[src/hdl/wtpz_pkg.sv]
// ----------------------------------------------------------------------------
// wtpz_pkg
// shared types, codes and constants of the wheel tap pan/zoom controller
// ----------------------------------------------------------------------------
`default_nettype none

package wtpz_pkg;

  // field widths
  localparam int KIND_W     = 3;
  localparam int POS_W      = 8;
  localparam int NOW_W      = 32;
  localparam int STEPS_W    = 4;
  localparam int OPEN_W     = 10;
  localparam int PAN_W      = 16;
  localparam int ZOOM_OUT_W = 10;
  localparam int ZOOM_W     = 11;
  localparam int START_W    = 7;
  localparam int DEV_W      = 6;

  // configuration port
  localparam int CFG_INDEX_W = 2;
  localparam int CFG_DATA_W  = 16;
  localparam int WINDOW_W    = 16;
  localparam int THRESH_W    = 6;
  localparam int STEP_W      = 10;

  // configuration reset values
  localparam logic [WINDOW_W-1:0] WINDOW_RESET = '0;
  localparam logic [THRESH_W-1:0] THRESH_RESET = THRESH_W'(4);
  localparam logic [STEP_W-1:0]   STEP_RESET   = STEP_W'(32);

  // zoom arithmetic: z = (z * 104 or 96 + 50) / 100, clamp 100..500
  localparam int ZOOM_MIN      = 100;
  localparam int ZOOM_MAX      = 500;
  localparam int ZOOM_OPEN_MAX = 1000;
  localparam int ZOOM_IN_MUL   = 104;
  localparam int ZOOM_OUT_MUL  = 96;
  localparam int ZOOM_ROUND    = 50;
  localparam int SCALED_W      = 18;
  // exact floor(x / 100) for x < 2^18: (x * RECIP) >> RECIP_SHIFT
  localparam int RECIP         = 335545;
  localparam int RECIP_W       = 19;
  localparam int RECIP_SHIFT   = 25;
  localparam int PROD_W        = SCALED_W + RECIP_W;

  // wheel geometry
  localparam int WHEEL_SIZE = 96;
  localparam int WHEEL_HALF = 48;
  localparam int QUAD_SPAN  = 24;
  localparam int QUAD_HALF  = 12;

  // item kinds
  typedef enum logic [KIND_W-1:0] {
    KIND_WHEEL  = 3'd0,
    KIND_DIR    = 3'd1,
    KIND_ZOOM   = 3'd2,
    KIND_OPEN   = 3'd3,
    KIND_TAKE   = 3'd4,
    KIND_CANCEL = 3'd5
  } kind_t;

  // configuration register indexes
  typedef enum logic [CFG_INDEX_W-1:0] {
    REG_RECENT_WINDOW = 2'd0,
    REG_TAP_LIMIT     = 2'd1,
    REG_PAN_STRIDE    = 2'd2
  } reg_index_t;

  // controller states
  typedef enum logic [1:0] {
    ST_IDLE,
    ST_STEP,
    ST_DIV,
    ST_APPLY
  } state_t;

  typedef struct packed {
    logic [KIND_W-1:0]  kind;
    logic               touched;
    logic [POS_W-1:0]   wheel_position;
    logic [NOW_W-1:0]   now;
    logic               zoom_up;
    logic [STEPS_W-1:0] zoom_steps;
    logic [OPEN_W-1:0]  open_zoom;
  } in_item_t;

  typedef struct packed {
    logic signed [PAN_W-1:0] pan_x_out;
    logic signed [PAN_W-1:0] pan_y_out;
    logic [ZOOM_OUT_W-1:0]   zoom_out;
    logic                    zoomed;
    logic                    render_pending;
  } out_item_t;

  // controller to datapath
  typedef struct packed {
    logic load;
    logic mul;
    logic div;
    logic apply;
  } ctl_cmd_t;

  // datapath to controller
  typedef struct packed {
    logic step_pending;
    logic out_busy;
  } dp_status_t;

endpackage

`default_nettype wire

[src/hdl/wheel_tap_pan_zoom_control.sv]
// ----------------------------------------------------------------------------
// wheel_tap_pan_zoom_control
// accepts one transaction at a time; a zoom adjust of n steps runs each step
// through the shared scale/divide step unit, scaling in ST_STEP and dividing
// in ST_DIV, before ST_APPLY writes the result. a new transaction is taken
// only after ST_APPLY, which waits while a finished result is not yet taken.
// reset (synchronous) restores config defaults, zoom 100, zero pan, no touch.
// ----------------------------------------------------------------------------
`default_nettype none

module wheel_tap_pan_zoom_control (
  input  wire logic                              clk,
  input  wire logic                              rst,
  input  wire logic                              in_valid,
  output logic                                   in_ready,
  input  wire wtpz_pkg::in_item_t                in_data,
  output logic                                   out_valid,
  input  wire logic                              out_ready,
  output wtpz_pkg::out_item_t                    out_data,
  input  wire logic                              cfg_we,
  input  wire logic [wtpz_pkg::CFG_INDEX_W-1:0]  cfg_index,
  input  wire logic [wtpz_pkg::CFG_DATA_W-1:0]   cfg_data
);

  wtpz_pkg::ctl_cmd_t   cmd;
  wtpz_pkg::dp_status_t status;

  wtpz_ctrl u_ctrl (
    .clk      (clk),
    .rst      (rst),
    .in_valid (in_valid),
    .in_ready (in_ready),
    .status   (status),
    .cmd      (cmd)
  );

  wtpz_datapath u_datapath (
    .clk       (clk),
    .rst       (rst),
    .cmd       (cmd),
    .status    (status),
    .in_data   (in_data),
    .cfg_we    (cfg_we),
    .cfg_index (cfg_index),
    .cfg_data  (cfg_data),
    .out_ready (out_ready),
    .out_valid (out_valid),
    .out_data  (out_data)
  );

  // reported zoom stays within the open-detail range
  a_zoom_range: assert property (@(posedge clk) disable iff (rst)
    out_valid |-> (out_data.zoom_out >= 10'd100) && (out_data.zoom_out <= 10'd1000))
    else $error("zoom out of range");

  // zoomed flag agrees with the reported zoom
  a_zoomed_flag: assert property (@(posedge clk) disable iff (rst)
    out_valid |-> (out_data.zoomed == (out_data.zoom_out > 10'd100)))
    else $error("zoomed flag mismatch");

  // a result is never written over one that is still waiting
  a_no_overwrite: assert property (@(posedge clk) disable iff (rst)
    cmd.apply |-> (!out_valid || out_ready))
    else $error("result overwritten");

  // one transaction at a time: no accept right after an accept
  a_single_item: assert property (@(posedge clk) disable iff (rst)
    (in_valid && in_ready) |=> !in_ready)
    else $error("second transaction taken while busy");

endmodule

`default_nettype wire

[src/hdl/wtpz_ctrl.sv]
// ----------------------------------------------------------------------------
// wtpz_ctrl
// item sequencer: accept, zoom step loop, apply and result hand-off
// ----------------------------------------------------------------------------
`default_nettype none

module wtpz_ctrl (
  input  wire logic                  clk,
  input  wire logic                  rst,
  input  wire logic                  in_valid,
  output logic                       in_ready,
  input  wire wtpz_pkg::dp_status_t  status,
  output wtpz_pkg::ctl_cmd_t         cmd
);

  wtpz_pkg::state_t state;
  wtpz_pkg::state_t state_next;

  // state register
  always_ff @(posedge clk) begin
    if (rst) begin
      state <= wtpz_pkg::ST_IDLE;
    end else begin
      state <= state_next;
    end
  end

  // next state
  always_comb begin
    state_next = state;
    case (state)
      wtpz_pkg::ST_IDLE: begin
        if (in_valid) state_next = wtpz_pkg::ST_STEP;
      end
      wtpz_pkg::ST_STEP: begin
        if (status.step_pending) state_next = wtpz_pkg::ST_DIV;
        else                     state_next = wtpz_pkg::ST_APPLY;
      end
      wtpz_pkg::ST_DIV: begin
        state_next = wtpz_pkg::ST_STEP;
      end
      wtpz_pkg::ST_APPLY: begin
        if (!status.out_busy) state_next = wtpz_pkg::ST_IDLE;
      end
      default: state_next = wtpz_pkg::ST_IDLE;
    endcase
  end

  // commands
  always_comb begin
    in_ready  = 1'b0;
    cmd       = '0;
    case (state)
      wtpz_pkg::ST_IDLE: begin
        in_ready = 1'b1;
        cmd.load = in_valid;
      end
      wtpz_pkg::ST_STEP: begin
        cmd.mul = status.step_pending;
      end
      wtpz_pkg::ST_DIV: begin
        cmd.div = 1'b1;
      end
      wtpz_pkg::ST_APPLY: begin
        cmd.apply = !status.out_busy;
      end
      default: begin
        in_ready = 1'b0;
      end
    endcase
  end

endmodule

`default_nettype wire

[src/hdl/wtpz_datapath.sv]
// ----------------------------------------------------------------------------
// wtpz_datapath
// viewport and touch state, zoom step unit, config registers, result register
// ----------------------------------------------------------------------------
`default_nettype none

module wtpz_datapath (
  input  wire logic                                  clk,
  input  wire logic                                  rst,
  input  wire wtpz_pkg::ctl_cmd_t                    cmd,
  output wtpz_pkg::dp_status_t                       status,
  input  wire wtpz_pkg::in_item_t                    in_data,
  input  wire logic                                  cfg_we,
  input  wire logic [wtpz_pkg::CFG_INDEX_W-1:0]      cfg_index,
  input  wire logic [wtpz_pkg::CFG_DATA_W-1:0]       cfg_data,
  input  wire logic                                  out_ready,
  output logic                                       out_valid,
  output wtpz_pkg::out_item_t                        out_data
);

  localparam int PW = wtpz_pkg::PAN_W;
  localparam int ZW = wtpz_pkg::ZOOM_W;
  localparam int SW = wtpz_pkg::START_W;
  localparam int DW = wtpz_pkg::DEV_W;

  // saturating pan move by one step
  function automatic logic signed [PW-1:0] pan_move(
    input logic signed [PW-1:0]           p,
    input logic [wtpz_pkg::STEP_W-1:0]    s,
    input logic                           neg
  );
    logic signed [PW:0] ext;
    logic signed [PW:0] stp;
    logic signed [PW:0] sum;
    ext = {p[PW-1], p};
    stp = $signed({{(PW+1-wtpz_pkg::STEP_W){1'b0}}, s});
    sum = neg ? (ext - stp) : (ext + stp);
    if (sum > $signed((PW+1)'(2**(PW-1) - 1)))
      return {1'b0, {(PW-1){1'b1}}};
    else if (sum < -$signed((PW+1)'(2**(PW-1))))
      return {1'b1, {(PW-1){1'b0}}};
    else
      return sum[PW-1:0];
  endfunction

  // configuration registers
  logic [wtpz_pkg::WINDOW_W-1:0] recent_window;
  logic [wtpz_pkg::THRESH_W-1:0] tap_limit;
  logic [wtpz_pkg::STEP_W-1:0]   pan_stride;

  // architectural state
  logic signed [PW-1:0]       pan_x, pan_y;
  logic [ZW-1:0]              zoom_level;
  logic                       touch_active, start_valid;
  logic [SW-1:0]              touch_start;
  logic [DW-1:0]              touch_max_dev;
  logic [wtpz_pkg::NOW_W-1:0] direction_tick;
  logic                       pan_render_flag;

  logic signed [PW-1:0]       pan_x_next, pan_y_next;
  logic [ZW-1:0]              zoom_level_next;
  logic                       touch_active_next, start_valid_next;
  logic [SW-1:0]              touch_start_next;
  logic [DW-1:0]              touch_max_dev_next;
  logic [wtpz_pkg::NOW_W-1:0] direction_tick_next;
  logic                       pan_render_flag_next;

  // working registers
  wtpz_pkg::in_item_t               item;
  logic [ZW-1:0]                    zwork;
  logic [wtpz_pkg::STEPS_W-1:0]     steps_left;
  logic [wtpz_pkg::SCALED_W-1:0]    scaled;

  // zoom step unit: scale and round, then divide by 100 via reciprocal
  logic [wtpz_pkg::SCALED_W-1:0] scale_mul;
  logic [wtpz_pkg::SCALED_W-1:0] scaled_next;
  logic [wtpz_pkg::PROD_W-1:0]   recip_prod;

  assign scale_mul   = item.zoom_up ? wtpz_pkg::SCALED_W'(wtpz_pkg::ZOOM_IN_MUL)
                                    : wtpz_pkg::SCALED_W'(wtpz_pkg::ZOOM_OUT_MUL);
  assign scaled_next = wtpz_pkg::SCALED_W'(wtpz_pkg::SCALED_W'(zwork) * scale_mul)
                       + wtpz_pkg::SCALED_W'(wtpz_pkg::ZOOM_ROUND);
  assign recip_prod  = wtpz_pkg::PROD_W'(scaled)
                       * wtpz_pkg::PROD_W'(wtpz_pkg::RECIP);

  assign status.step_pending = (item.kind == wtpz_pkg::KIND_ZOOM) && (steps_left != '0);
  assign status.out_busy     = out_valid && !out_ready;

  // item latch and zoom loop registers
  always_ff @(posedge clk) begin
    if (cmd.load) begin
      item       <= in_data;
      zwork      <= zoom_level;
      steps_left <= in_data.zoom_steps;
    end
    if (cmd.mul) begin
      scaled <= scaled_next;
    end
    if (cmd.div) begin
      zwork      <= recip_prod[wtpz_pkg::RECIP_SHIFT +: ZW];
      steps_left <= steps_left - 1'b1;
    end
  end

  // configuration writes
  always_ff @(posedge clk) begin
    if (rst) begin
      recent_window <= wtpz_pkg::WINDOW_RESET;
      tap_limit     <= wtpz_pkg::THRESH_RESET;
      pan_stride    <= wtpz_pkg::STEP_RESET;
    end else if (cfg_we) begin
      case (cfg_index)
        wtpz_pkg::REG_RECENT_WINDOW: recent_window <= cfg_data[wtpz_pkg::WINDOW_W-1:0];
        wtpz_pkg::REG_TAP_LIMIT:     tap_limit     <= cfg_data[wtpz_pkg::THRESH_W-1:0];
        wtpz_pkg::REG_PAN_STRIDE:    pan_stride    <= cfg_data[wtpz_pkg::STEP_W-1:0];
        default: ;
      endcase
    end
  end

  // wheel position reduced modulo 96 and wrapped deviation from start
  logic [SW-1:0]       pos_mod;
  logic signed [7:0]   dev_raw;
  logic signed [7:0]   dev_wrap;
  logic [DW-1:0]       dev_abs;
  logic                recent;
  logic [1:0]          quadrant;
  logic                tap_ok;

  always_comb begin
    if (item.wheel_position >= wtpz_pkg::POS_W'(2 * wtpz_pkg::WHEEL_SIZE))
      pos_mod = SW'(item.wheel_position - wtpz_pkg::POS_W'(2 * wtpz_pkg::WHEEL_SIZE));
    else if (item.wheel_position >= wtpz_pkg::POS_W'(wtpz_pkg::WHEEL_SIZE))
      pos_mod = SW'(item.wheel_position - wtpz_pkg::POS_W'(wtpz_pkg::WHEEL_SIZE));
    else
      pos_mod = SW'(item.wheel_position);

    dev_raw = $signed({1'b0, pos_mod}) - $signed({1'b0, touch_start});
    if (dev_raw < -8'sd48)
      dev_wrap = dev_raw + 8'(wtpz_pkg::WHEEL_SIZE);
    else if (dev_raw > 8'(wtpz_pkg::WHEEL_HALF))
      dev_wrap = dev_raw - 8'(wtpz_pkg::WHEEL_SIZE);
    else
      dev_wrap = dev_raw;
    dev_abs = dev_wrap[7] ? DW'(-dev_wrap) : DW'(dev_wrap);

    // ignore taps shortly after a direction press (sum taken without wrap)
    recent = (direction_tick != '0) &&
             ((wtpz_pkg::NOW_W+1)'(item.now) <
              ((wtpz_pkg::NOW_W+1)'(direction_tick) + (wtpz_pkg::NOW_W+1)'(recent_window)));

    // quadrant of the start position, centered on multiples of 24
    if (touch_start < SW'(wtpz_pkg::QUAD_HALF))
      quadrant = 2'd0;
    else if (touch_start < SW'(wtpz_pkg::QUAD_HALF + wtpz_pkg::QUAD_SPAN))
      quadrant = 2'd1;
    else if (touch_start < SW'(wtpz_pkg::QUAD_HALF + 2 * wtpz_pkg::QUAD_SPAN))
      quadrant = 2'd2;
    else if (touch_start < SW'(wtpz_pkg::QUAD_HALF + 3 * wtpz_pkg::QUAD_SPAN))
      quadrant = 2'd3;
    else
      quadrant = 2'd0;

    tap_ok = start_valid && (touch_max_dev < tap_limit) && !recent;
  end

  // next viewport and touch state for the latched item
  always_comb begin
    pan_x_next           = pan_x;
    pan_y_next           = pan_y;
    zoom_level_next      = zoom_level;
    touch_active_next    = touch_active;
    start_valid_next     = start_valid;
    touch_start_next     = touch_start;
    touch_max_dev_next   = touch_max_dev;
    direction_tick_next  = direction_tick;
    pan_render_flag_next = pan_render_flag;
    case (item.kind)
      wtpz_pkg::KIND_WHEEL: begin
        if (zoom_level <= ZW'(wtpz_pkg::ZOOM_MIN)) begin
          touch_active_next = 1'b0;
        end else if (item.touched) begin
          if (!touch_active) begin
            touch_active_next  = 1'b1;
            start_valid_next   = 1'b1;
            touch_start_next   = pos_mod;
            touch_max_dev_next = '0;
          end else if (dev_abs > touch_max_dev) begin
            touch_max_dev_next = dev_abs;
          end
        end else if (touch_active) begin
          if (tap_ok) begin
            case (quadrant)
              2'd0:    pan_y_next = pan_move(pan_y, pan_stride, 1'b0);
              2'd1:    pan_x_next = pan_move(pan_x, pan_stride, 1'b0);
              2'd2:    pan_y_next = pan_move(pan_y, pan_stride, 1'b1);
              default: pan_x_next = pan_move(pan_x, pan_stride, 1'b1);
            endcase
            pan_render_flag_next = 1'b1;
          end
          touch_active_next  = 1'b0;
          start_valid_next   = 1'b0;
          touch_start_next   = '0;
          touch_max_dev_next = '0;
        end
      end
      wtpz_pkg::KIND_DIR: begin
        direction_tick_next = item.now;
      end
      wtpz_pkg::KIND_ZOOM: begin
        if (zwork < ZW'(wtpz_pkg::ZOOM_MIN))
          zoom_level_next = ZW'(wtpz_pkg::ZOOM_MIN);
        else if (zwork > ZW'(wtpz_pkg::ZOOM_MAX))
          zoom_level_next = ZW'(wtpz_pkg::ZOOM_MAX);
        else
          zoom_level_next = zwork;
        if (zoom_level_next == ZW'(wtpz_pkg::ZOOM_MIN)) begin
          pan_x_next = '0;
          pan_y_next = '0;
        end
      end
      wtpz_pkg::KIND_OPEN: begin
        pan_x_next = '0;
        pan_y_next = '0;
        if (item.open_zoom < wtpz_pkg::OPEN_W'(wtpz_pkg::ZOOM_MIN))
          zoom_level_next = ZW'(wtpz_pkg::ZOOM_MIN);
        else if (item.open_zoom > wtpz_pkg::OPEN_W'(wtpz_pkg::ZOOM_OPEN_MAX))
          zoom_level_next = ZW'(wtpz_pkg::ZOOM_OPEN_MAX);
        else
          zoom_level_next = ZW'(item.open_zoom);
        pan_render_flag_next = 1'b0;
      end
      wtpz_pkg::KIND_TAKE: begin
        pan_render_flag_next = 1'b0;
      end
      wtpz_pkg::KIND_CANCEL: begin
        touch_active_next  = 1'b0;
        start_valid_next   = 1'b0;
        touch_start_next   = '0;
        touch_max_dev_next = '0;
      end
      default: ;
    endcase
  end

  // state commit
  always_ff @(posedge clk) begin
    if (rst) begin
      pan_x           <= '0;
      pan_y           <= '0;
      zoom_level      <= ZW'(wtpz_pkg::ZOOM_MIN);
      touch_active    <= 1'b0;
      start_valid     <= 1'b0;
      touch_start     <= '0;
      touch_max_dev   <= '0;
      direction_tick  <= '0;
      pan_render_flag <= 1'b0;
    end else if (cmd.apply) begin
      pan_x           <= pan_x_next;
      pan_y           <= pan_y_next;
      zoom_level      <= zoom_level_next;
      touch_active    <= touch_active_next;
      start_valid     <= start_valid_next;
      touch_start     <= touch_start_next;
      touch_max_dev   <= touch_max_dev_next;
      direction_tick  <= direction_tick_next;
      pan_render_flag <= pan_render_flag_next;
    end
  end

  // result register
  always_ff @(posedge clk) begin
    if (rst) begin
      out_valid <= 1'b0;
    end else if (cmd.apply) begin
      out_valid <= 1'b1;
    end else if (out_ready) begin
      out_valid <= 1'b0;
    end
  end

  always_ff @(posedge clk) begin
    if (cmd.apply) begin
      out_data.pan_x_out      <= pan_x_next;
      out_data.pan_y_out      <= pan_y_next;
      out_data.zoom_out       <= zoom_level_next[wtpz_pkg::ZOOM_OUT_W-1:0];
      out_data.zoomed         <= zoom_level_next > ZW'(wtpz_pkg::ZOOM_MIN);
      out_data.render_pending <= (item.kind == wtpz_pkg::KIND_TAKE) ? pan_render_flag
                                                                    : pan_render_flag_next;
    end
  end

endmodule

`default_nettype wire

[config.mk]
export PLATFORM = sky130hd
export DESIGN_NAME = wheel_tap_pan_zoom_control
export DESIGN_NICKNAME = d
export VERILOG_FILES = /design/src/hdl/wtpz_pkg.sv /design/src/hdl/wheel_tap_pan_zoom_control.sv /design/src/hdl/wtpz_ctrl.sv /design/src/hdl/wtpz_datapath.sv
export SDC_FILE = /design/constraint.sdc
export NUM_CORES = 1
export LEC_CHECK = 0
export ABC_AREA = 1
export BUFFER_PORTS_ARGS = -buffer_cell sky130_fd_sc_hd__buf_2
export CORE_MARGIN = 5
export CORE_UTILIZATION = 47
export DETAILED_ROUTE_END_ITERATION = 12
export PLACE_DENSITY = 0.64
export SKIP_CTS_REPAIR_TIMING = 1
export SYNTH_ARGS = -nofsm -noshare
export SYNTH_HDL_FRONTEND = slang
export SYNTH_HIERARCHICAL = 1
export SYNTH_SLANG_ARGS = --single-unit
[constraint.sdc]
create_clock -name clk -period 9.9 [get_ports clk]
set_input_delay 0.495 -clock clk [delete_from_list [all_inputs] [get_ports clk]]
set_output_delay 0.495 -clock clk [all_outputs]
set_load 0.01 [all_outputs]
# --- Word-level counts from Yosys, hierarchy flattened ---
# Index checks and enable logic that the tools add are counted.
totals:
  register_bits: 258
  in_bits: 82
  output_inout_bits: 46
  wordCells: 192
classes:
  n_addsub: 13
  n_mul: 2
  magnitude_cmp: 25
  eq_ne: 19
  muxes: 78
  reduce_logical: 27
op_table:
  columns: ["cell", "n"]
  rows:
  - ["2-to-1 mux 16 bit", 18]
  - ["one-hot mux 16 bit (3 select lines)", 2]
  - ["> comparator 17 x 16 -> 1 bit, second input constant", 4]
  - ["< comparator 17 x 16 -> 1 bit, second input constant", 4]
  - ["2-to-1 mux 11 bit", 6]
  - ["one-hot mux 16 bit (2 select lines)", 2]
  - ["2-to-1 mux 7 bit", 6]
  - ["multiplier 18 x 19 -> 36 bit, second input constant", 1]
  - ["2-to-1 mux 6 bit", 6]
  - ["adder 16 x 11 -> 17 bit", 2]
  - ["subtractor 16 x 11 -> 17 bit", 2]
  - ["adder 32 x 16 -> 33 bit", 1]
  - ["< comparator 32 x 33 -> 1 bit", 1]
  - ["nonzero test 32 bit", 1]
  - ["one-hot mux 11 bit (2 select lines)", 1]
  - ["2-to-1 mux 1 bit", 19]
  - ["adder 18 x 6 -> 18 bit, second input constant", 1]
  - ["multiplier 11 x 18 -> 18 bit", 1]
  - ["2-to-1 mux 8 bit", 2]
  - ["< comparator 7 x 6 -> 1 bit, second input constant", 2]
  - ["one-hot mux 7 bit (2 select lines)", 1]
  - ["subtractor 7 bit, second input constant", 2]
  - ["2-to-1 mux 2 bit", 6]
  - ["2-to-1 mux 4 bit", 3]
  - ["42 further kinds", 70]

# --- Logic depth before layout (Yosys ltp) ---
# Gate-level depths: netlist of the first run.
depth:
  depth_word: 15
  ltp_mapped: 36
  depth_no_buf: 35

# --- Hierarchy ---
# Netlist of the first run, hierarchy kept.
modules_own_cells:
  columns: ["mod", "instances", "cells_each", "area_per_inst_um2", "seq_area_each_um2"]
  rows:
  - ["wtpz_datapath", 1, 2749, 22291.4, 6356.1]
  - ["wtpz_ctrl", 1, 19, 111.4, 40.0]

# --- Worst setup path before layout of the first run ---
# No wires, ideal clock.
synth_path:
  kind: "register to register"
  start: "register u_datapath/scaled[7] (netlist name)"
  end: "register u_datapath.zwork[9], data pin"
  setup_ns: 0.268
  t_arrival_ns: 5.205
  t_required_ns: 9.632
  slack_ns: 4.427
  stages_incl_launch_ff: 22
  period_less_slack_ns: 5.473
  cell_sequence: "edfxtp_1 > fa_1 > inv_1 > fa_1 > inv_1 > fa_1 > inv_1 > fa_1 > inv_1 > fa_1 > fa_1 > ha_1 > a21oi_1 > o21a_1 > o21ai_0 > nand2_1 > nand3_1 > nand2_1 > o211ai_1 > a221oi_1 > xor2_1 > o21ai_0"
synth_via:
  elab_chain_cells: 2
synth_rtl:
  columns: ["item", "line", "text"]
  rows:
  - ["start: declaration", "wtpz_datapath.sv:72", "logic [wtpz_pkg::SCALED_W-1:0] scaled;"]
  - ["start signal: assignment", "wtpz_datapath.sv:97", "scaled <= scaled_next;"]
  - ["multiplier 18 x 19 -> 36 bit", "wtpz_datapath.sv:84", "* wtpz_pkg::PROD_W'(wtpz_pkg::RECIP);"]
  - ["2-to-1 mux 11 bit", "wtpz_datapath.sv:99", "if (cmd.div) begin"]
  - ["end signal: assignment", "wtpz_datapath.sv:93", "zwork <= zoom_level;"]
  - ["end signal: assignment", "wtpz_datapath.sv:100", "zwork <= recip_prod[wtpz_pkg::RECIP_SHIFT +: ZW];"]
  - ["end: declaration", "wtpz_datapath.sv:70", "logic [ZW-1:0] zwork;"]
# No other way between the ends.
# A chain may end at the register's enable or synchronous reset.

# --- Worst setup path in the final report of the first run ---
layout_path:
  start: "register u_datapath/scaled[6] (netlist name)"
  end: "register u_datapath.zwork[9], data pin"
# The elaborated chain is that of the path after synthesis.

==> results of run 1 <==
worst max-delay path by stage:
stage / cells after the start / start / end
5_1_grt: 21 / u_datapath/scaled[7] / u_datapath/zwork[9]
2_1_floorplan: 21 / u_datapath/scaled[7] / u_datapath/zwork[9]
3_3_place_gp: 21 / u_datapath/scaled[7] / u_datapath/zwork[9]
6_report: 21 / u_datapath/scaled[6] / u_datapath/zwork[9]
3_5_place_dp: 21 / u_datapath/scaled[7] / u_datapath/zwork[9]
4_1_cts: 21 / u_datapath/scaled[7] / u_datapath/zwork[9]
power by group through the flow:
stage,clock [mW],combinational (mW),sequential (mW)
final,1.07,3.07,1.26
after global routing,1.14,3.61,1.27
after CTS,1.10,3.11,1.26
after detailed placement,0,3.07,1.29
after global placement,0,3.04,1.28
after floorplan,0,2.32,1.26
worst max-delay path, cell delays in order (launching register included):
cell and delay (ns):
edfxtp_1 0.52, fa_1 0.63, inv_1 0.10, fa_1 0.52, inv_1 0.05, fa_1 0.51
inv_1 0.06, fa_1 0.48, inv_1 0.06, fa_1 0.50, fa_1 0.50, ha_1 0.37
a21oi_1 0.14, o21a_1 0.12, o21ai_0 0.11, nand2_1 0.09, nand3_1 0.13, nand2_1 0.09
o211ai_1 0.12, a221oi_1 0.38, xor2_1 0.18, o21ai_0 0.09
kinds of logic after synthesis:
group                      count (synthesis)  share of synthesized area, %
DFF                                      255                          28.6
and+or+nand+nor                          991                          19.4
adders and majority gates                414                          26.8
xor gates and xnor gates                  96                          3.75
muxes                                      1                        0.0447
AOI/OAI and AO/OA                        478                          12.0
buffers and inverters                    533                          9.37
sequential cells by signal, indices dropped and copies added, names as in the netlist:
name and flops:
u_datapath/direction_tick 32, u_datapath/steps_left 4, u_datapath/item 55, u_datapath/pan_y 16
u_datapath/zoom_level 11, u_datapath/pan_stride 10, u_datapath/scaled 15, u_datapath/zwork 11
u_datapath/recent_window 16, u_datapath/start_valid 1, u_datapath/pan_render_flag 1, u_datapath/touch_start 7
u_datapath/touch_max_dev 6, u_datapath/out_data 44, u_datapath/tap_limit 6, u_datapath/out_valid 1
u_datapath/pan_x 16, u_ctrl/state 2, u_datapath/touch_active 1
synth_stat cells (all sizes together), types with 2 or more instances:
library cell  instances
nor4                 19
o31ai                 8
clkbuf               39
nand2               507
nor3                 28
a211oi                2
fa                  111
a22oi                 3
edfxtp              129
a31oi                 6
o21bai               11
xnor2                22
o221ai                2
a21oi               222
and2                  3
o311ai                4
a21o                  3
buf                  35
xor2                 74
o32ai                 2
a21boi                4
o21a                  7
nor2                217
o211ai                8
inv                 456
nand3               154
nand4                51
o21ai               189
dfxtp               126
or2                   9
ha                  303
nor3b                 2
o2111ai               2
clkinv                3
final cells by class:
type,instances,area (sq um),share of cell area (%)
diodes,1,2.50,0.0102
well taps,615,769,3.14
multi-input cells,1980,13900,56.9
clock buffers,40,820,3.35
flip-flops and latches,255,6400,26.1
clock inverters,16,126,0.516
inverters,459,1730,7.05
repair buffers,138,718,2.93
layer usage:
layer / up-vias / track usage, % / part of all wire [%]
met5: - / 0 / 0.074
li1: 9342 / - / -
met4: 8 / 6.22 / 2.5
met2: 506 / 39.1 / 47
met1: 8844 / 31.4 / 44
met3: 92 / 4.57 / 6.3
==> metrics.yaml, run 1 <==
outcome:
  status: "finished clean"
floorplan:
  die_w_um: 228
  initial_core_util_pct: 47.2
  dieArea_sq_um: 52100
  io_pins: 128
  die_y_um: 228
  num_rows: 80
  core_area_sq_um: 47400
power_and_ir_drop:
  p_clk_share_pct: 19.7
  p_per_area_nw_per_um2: 221
  ir_drop_mv: 0.219
  p_leak_nw: 11.8
  p_comb_share_pct: 56.9
  sw_frac_of_total_pct: 44.5
  power_mw: 5.40
  pwr-share-seq_pct: 23.4
  intPower_mw: 3.00
  p_switching_mw: 2.40
yosys:
  seq_area_frac_synth_pct: 28.6
  yosysUniqueCellTypes: 67
  yosys.area.top_type_share_pct: 17.3
  yosys_most_used_dff: "edfxtp_1"
  yosysTopAreaCell: "edfxtp_1"
  ys_warn_count: 6
  async_reset_ff_share_pct: 0
  syn-instance-count: 2768
  synth_top_cells_by_area: "edfxtp_1, ha_1, dfxtp_1, fa_1, nand2_1"
  syn_nets: 3264
  synth_edf_count: 129
  synth_seq_cells: 255
  synth.avg_cell_area_sq_um: 8.09
  synth_area_sq_um: 22400
detailed_routing:
  drc_errors: 0
  vias: 18792
  postRouteWirelength_um: 61800
  wl_per_cell_um: 17.6
  postRouteAntennaNets: 0
  firstDrtPassIters: 7
  drtIter0Drc: 1305
  avgViaCountPerCell: 5.36
layout:
  area_growth_pct: 9.25
  mostFrequentLayoutCells: "nand2_1, inv_1, ha_1"
  instances_no_fill: 3504
  final_area_sq_um: 24500
  nFillCells: 4554
  drive_gt1_share_pct: 9.38
  final_util_pct: 51.6
  mostFrequentLayoutCell: "nand2_1"
  finalNetCount: 3360
clock_network:
  cts_buffer_depth: 3
  ctsRootBufferMaster: "clkbuf_16"
  insertion_delay_ns: 0.58
  cts_sinks: 255
  clk_pin_slew_ns: 0.06
  cts_tree: "done"
  h-tree-depth: 1
  numCtsBuffers: 30
critical_path:
  cp_data_required_time_ns: 10.21
  crit_arrival_ns: 6.33
  reg2reg_depth: 21
  path_max_fanout: 6
  r2r-end: "u_datapath/zwork[9]"
  r2r_start: "u_datapath/scaled[6]"
  endpoint_kind: "flip-flop"
  start_kind: "flip-flop"
  path_class: "flip-flop to flip-flop"
  rrSetupSlack_ns: 3.88
sta:
  drv_slew: 0
  worst_pin_slew_ns: 1.17
  fmax_mhz: 166
  holdWs_ns: 0.0868
  rsz0062_at_grt: "false"
  hold_viol_final: 0
  fin_tns_setup_ns: 0
  final-setup-viol-count: 0
  slew_headroom_pct: 21.9
  worst_clock_skew_ns: 0.0140
  period_needed_ns: 6.02
  setup_slack_ns: 3.88
  timing.final.crit_share_pct: 60.8
min_path:
  min_to: "u_datapath/item[46]"
  hold_depth: 1
  hold_class: "input pin to flip-flop"
  worstHoldStart: "in_data[46]"
place:
  dpl_worst_slack_ns: 3.91
  place_inst: 3447
  placed_cell_area_sq_um: 23500
  dpl.hpwl_um: 48900
  gp_congestion: 0.935
  io_buffers: 127
grt:
  grt_max_degree: 77
  antenna_found_initial: 5
  grt_pass1_wl_um: 101000
  grt_util_all_layers_pct: 23.4
  grt_overflow_total: 0
  grt_pass1_vias: 18966
job:
  drv_cap: 0
Note: power is estimated with default switching activity, not from simulation.
==> run 2: changes to the inputs <==
- clock period: 9.9 -> 6.06 ns (I/O delays scaled with it)
==> metrics.yaml, run 2 (synthesis gave the netlist of run 1 again) <==
layout:
  reg_top3: "u_datapath/item: 55 flops, u_datapath/out_data: 44 flops, u_datapath/direction_tick: 32 flops"  # unchanged
  final_util_pct: 53.4  # was 51.6%
  mostFrequentLayoutCells: "nand2_1, inv_1, ha_1"  # unchanged
  largest_register: "u_datapath/item"  # unchanged
  area_growth_pct: 13.0  # was 9.25%
  drive_gt1_share_pct: 10.2  # was 9.38%
  mostFrequentLayoutCell: "nand2_1"  # unchanged
  instances_no_fill: 3588  # was 3,504
  largest_register_ffs: 55  # unchanged
  finalNetCount: 3444  # was 3,360
critical_path:
  crit_chain: "fa_1, inv_1, fa_1, inv_1, ha_1, fa_1, fa_1, fa_1, ha_1, a21oi_1, o21a_1, o21ai_0, a21oi_1, o21ai_0, nand2_1, o2111ai_2, a21oi_2, o21ai_0, or2_2, nand3_1, nand2_1"  # was fa_1, inv_1, fa_1, inv_1, fa_1, inv_1, fa_1, inv_1, fa_1, fa_1, ha_1, a21oi_1, o21a_1, o21ai_0, nand2_1, nand3_1, nand2_1, o211ai_1, a221oi_1, xor2_1, o21ai_0
  cp_data_required_time_ns: 6.40  # was 10.21 ns
  path_max_fanout: 6  # unchanged
  cp_slowest_cell: "fa_1"  # unchanged
  crit_arrival_ns: 6.10  # was 6.33 ns
  cpMostUsedCell: "fa_1"  # unchanged
  endpoint_kind: "flip-flop"  # unchanged
  path_class: "flip-flop to flip-flop"  # unchanged
  start_kind: "flip-flop"  # unchanged
  critPathMaxStageDelay_ns: 0.62  # was 0.63 ns
sta:
  final-setup-viol-count: 0  # unchanged
  period_needed_ns: 5.75  # was 6.02 ns
  holdWs_ns: -0.0176  # was 0.0868 ns
  worst_clock_skew_ns: 0.0206  # was 0.0140 ns
  hold_viol_final: 2  # was 0
  drv_slew: 0  # unchanged
  timing.final.crit_share_pct: 95.0  # was 60.8%
  worst_pin_slew_ns: 1.08  # was 1.17 ns
  fmax_mhz: 174  # was 166 MHz
  setup_slack_ns: 0.306  # was 3.88 ns
  slew_headroom_pct: 27.8  # was 21.9%
floorplan:
  core_area_sq_um: 47400  # unchanged
  io_pins: 128  # unchanged
  dieArea_sq_um: 52100  # unchanged
  die_w_um: 228  # unchanged
  die_y_um: 228  # unchanged
  initial_core_util_pct: 47.2  # unchanged
  num_rows: 80  # unchanged
detailed_routing:
  postRouteWirelength_um: 63600  # was 61,800 um
  drc_errors: 0  # unchanged
  avgViaCountPerCell: 5.37  # was 5.36
  wl_per_cell_um: 17.7  # was 17.6 um
  firstDrtPassIters: 7  # unchanged
  drtIter0Drc: 1341  # was 1,305
  vias: 19255  # was 18,792
  postRouteAntennaNets: 0  # unchanged
clock_network:
  clk_pin_slew_ns: 0.06  # about the same
  h-tree-depth: 1  # unchanged
  cts_tree: "done"  # unchanged
  ctsRootBufferMaster: "clkbuf_16"  # unchanged
  cts_sinks: 255  # unchanged
  cts_buffer_depth: 3  # unchanged
  numCtsBuffers: 30  # unchanged
  insertion_delay_ns: 0.59  # was 0.58 ns
grt:
  antenna_found_initial: 6  # was 5
  grt_pass1_wl_um: 99900  # was 101,000 um
  grt_util_all_layers_pct: 23.5  # was 23.4%
  grt_pass1_vias: 18677  # was 18,966
  grt_overflow_total: 0  # unchanged
  grt_max_degree: 76  # was 77
outcome:
  status: "complete, but fails checks"  # was finished clean
  violations: "negative hold slack"
place:
  io_buffers: 127  # unchanged
  dpl_worst_slack_ns: 0.0952  # was 3.91 ns
  dpl.hpwl_um: 49100  # was 48,900 um
  place_inst: 3458  # was 3,447
  gp_congestion: 0.947  # was 0.935
min_path:
  hold_class: "input pin to flip-flop"  # unchanged
power_and_ir_drop:
  p_per_area_nw_per_um2: 363  # was 221 nW/um^2
  power_mw: 9.18  # was 5.40 mW
  p_leak_nw: 12.2  # was 11.8 nW
  ir_drop_mv: 0.365  # was 0.219 mV
job:
  drv_cap: 0  # unchanged
[run 2: cell count changes in the layout (fill, tap and decap cells not counted), moves of 3 or more]
cell / before / now
dlygate4sd3_1: 0 / 61
clkinv_1: 7 / 3
buf_4: 11 / 34
a21oi_1: 218 / 215
ha_4: 0 / 3
a21oi_2: 2 / 5
clkbuf_1: 8 / 11
ha_1: 303 / 300
[run 2: where the power goes]
group	internal, mW	leakage [nW]	switching, mW
combinational	2.16	9.46	3.22
clock	0.990	0.465	0.752
sequential	1.95	2.23	0.105
[run 2: per-stage QoR]
stage	TNS, ns	hold slack, ns	cell area (sq um)
after CTS	0	-0.144	24500
after detailed placement	0	0.458	23600
after floorplan	0	0.402	22400
after global routing	-0.00345	0.00209	25300
final	0	-0.0176	25300
after global placement	0	0.452	23600
[run 2: path summary, 6_finish.rpt]
path	from	endpoint	slack [ns]	cells after the start
hold reg to reg	u_datapath/touch_start[1]	u_datapath/touch_start[1]	0.47	2
hold / removal	cfg_data[10]	u_datapath/recent_window[10]	-0.02	3
setup reg to reg	u_datapath/scaled[4]	u_datapath/zwork[10]	0.31	21
setup / recovery	u_datapath/scaled[4]	u_datapath/zwork[10]	0.31	21
[run 2: worst max-delay path: cells and delay by family (launching register included)]
family,cells,cell delay [ns]
AO/OA/AOI/OAI,8,1.13
flip-flops,1,0.51
buffers and inverters,2,0.12
AND/OR/NAND/NOR,4,0.48
adder cells (fa/ha/maj),7,3.26
[run 2: final cells by class]
type	count	area, sq um
diodes	2	5.00
flip-flops and latches	255	6400
fillers	4425	22100
multi-input cells	1980	14000
inverters	459	1730
well taps	615	769
clock buffers	45	870
repair buffers	222	1500
clock inverters	10	67.6
[run 2: metal layers]
layer	routed length (um)	global-route usage, %	vias to the layer above
met4	1840	6.86	6
met5	41	0	-
met2	30300	40.0	547
li1	-	-	9494
met3	3670	3.32	105
met1	27800	31.4	9103
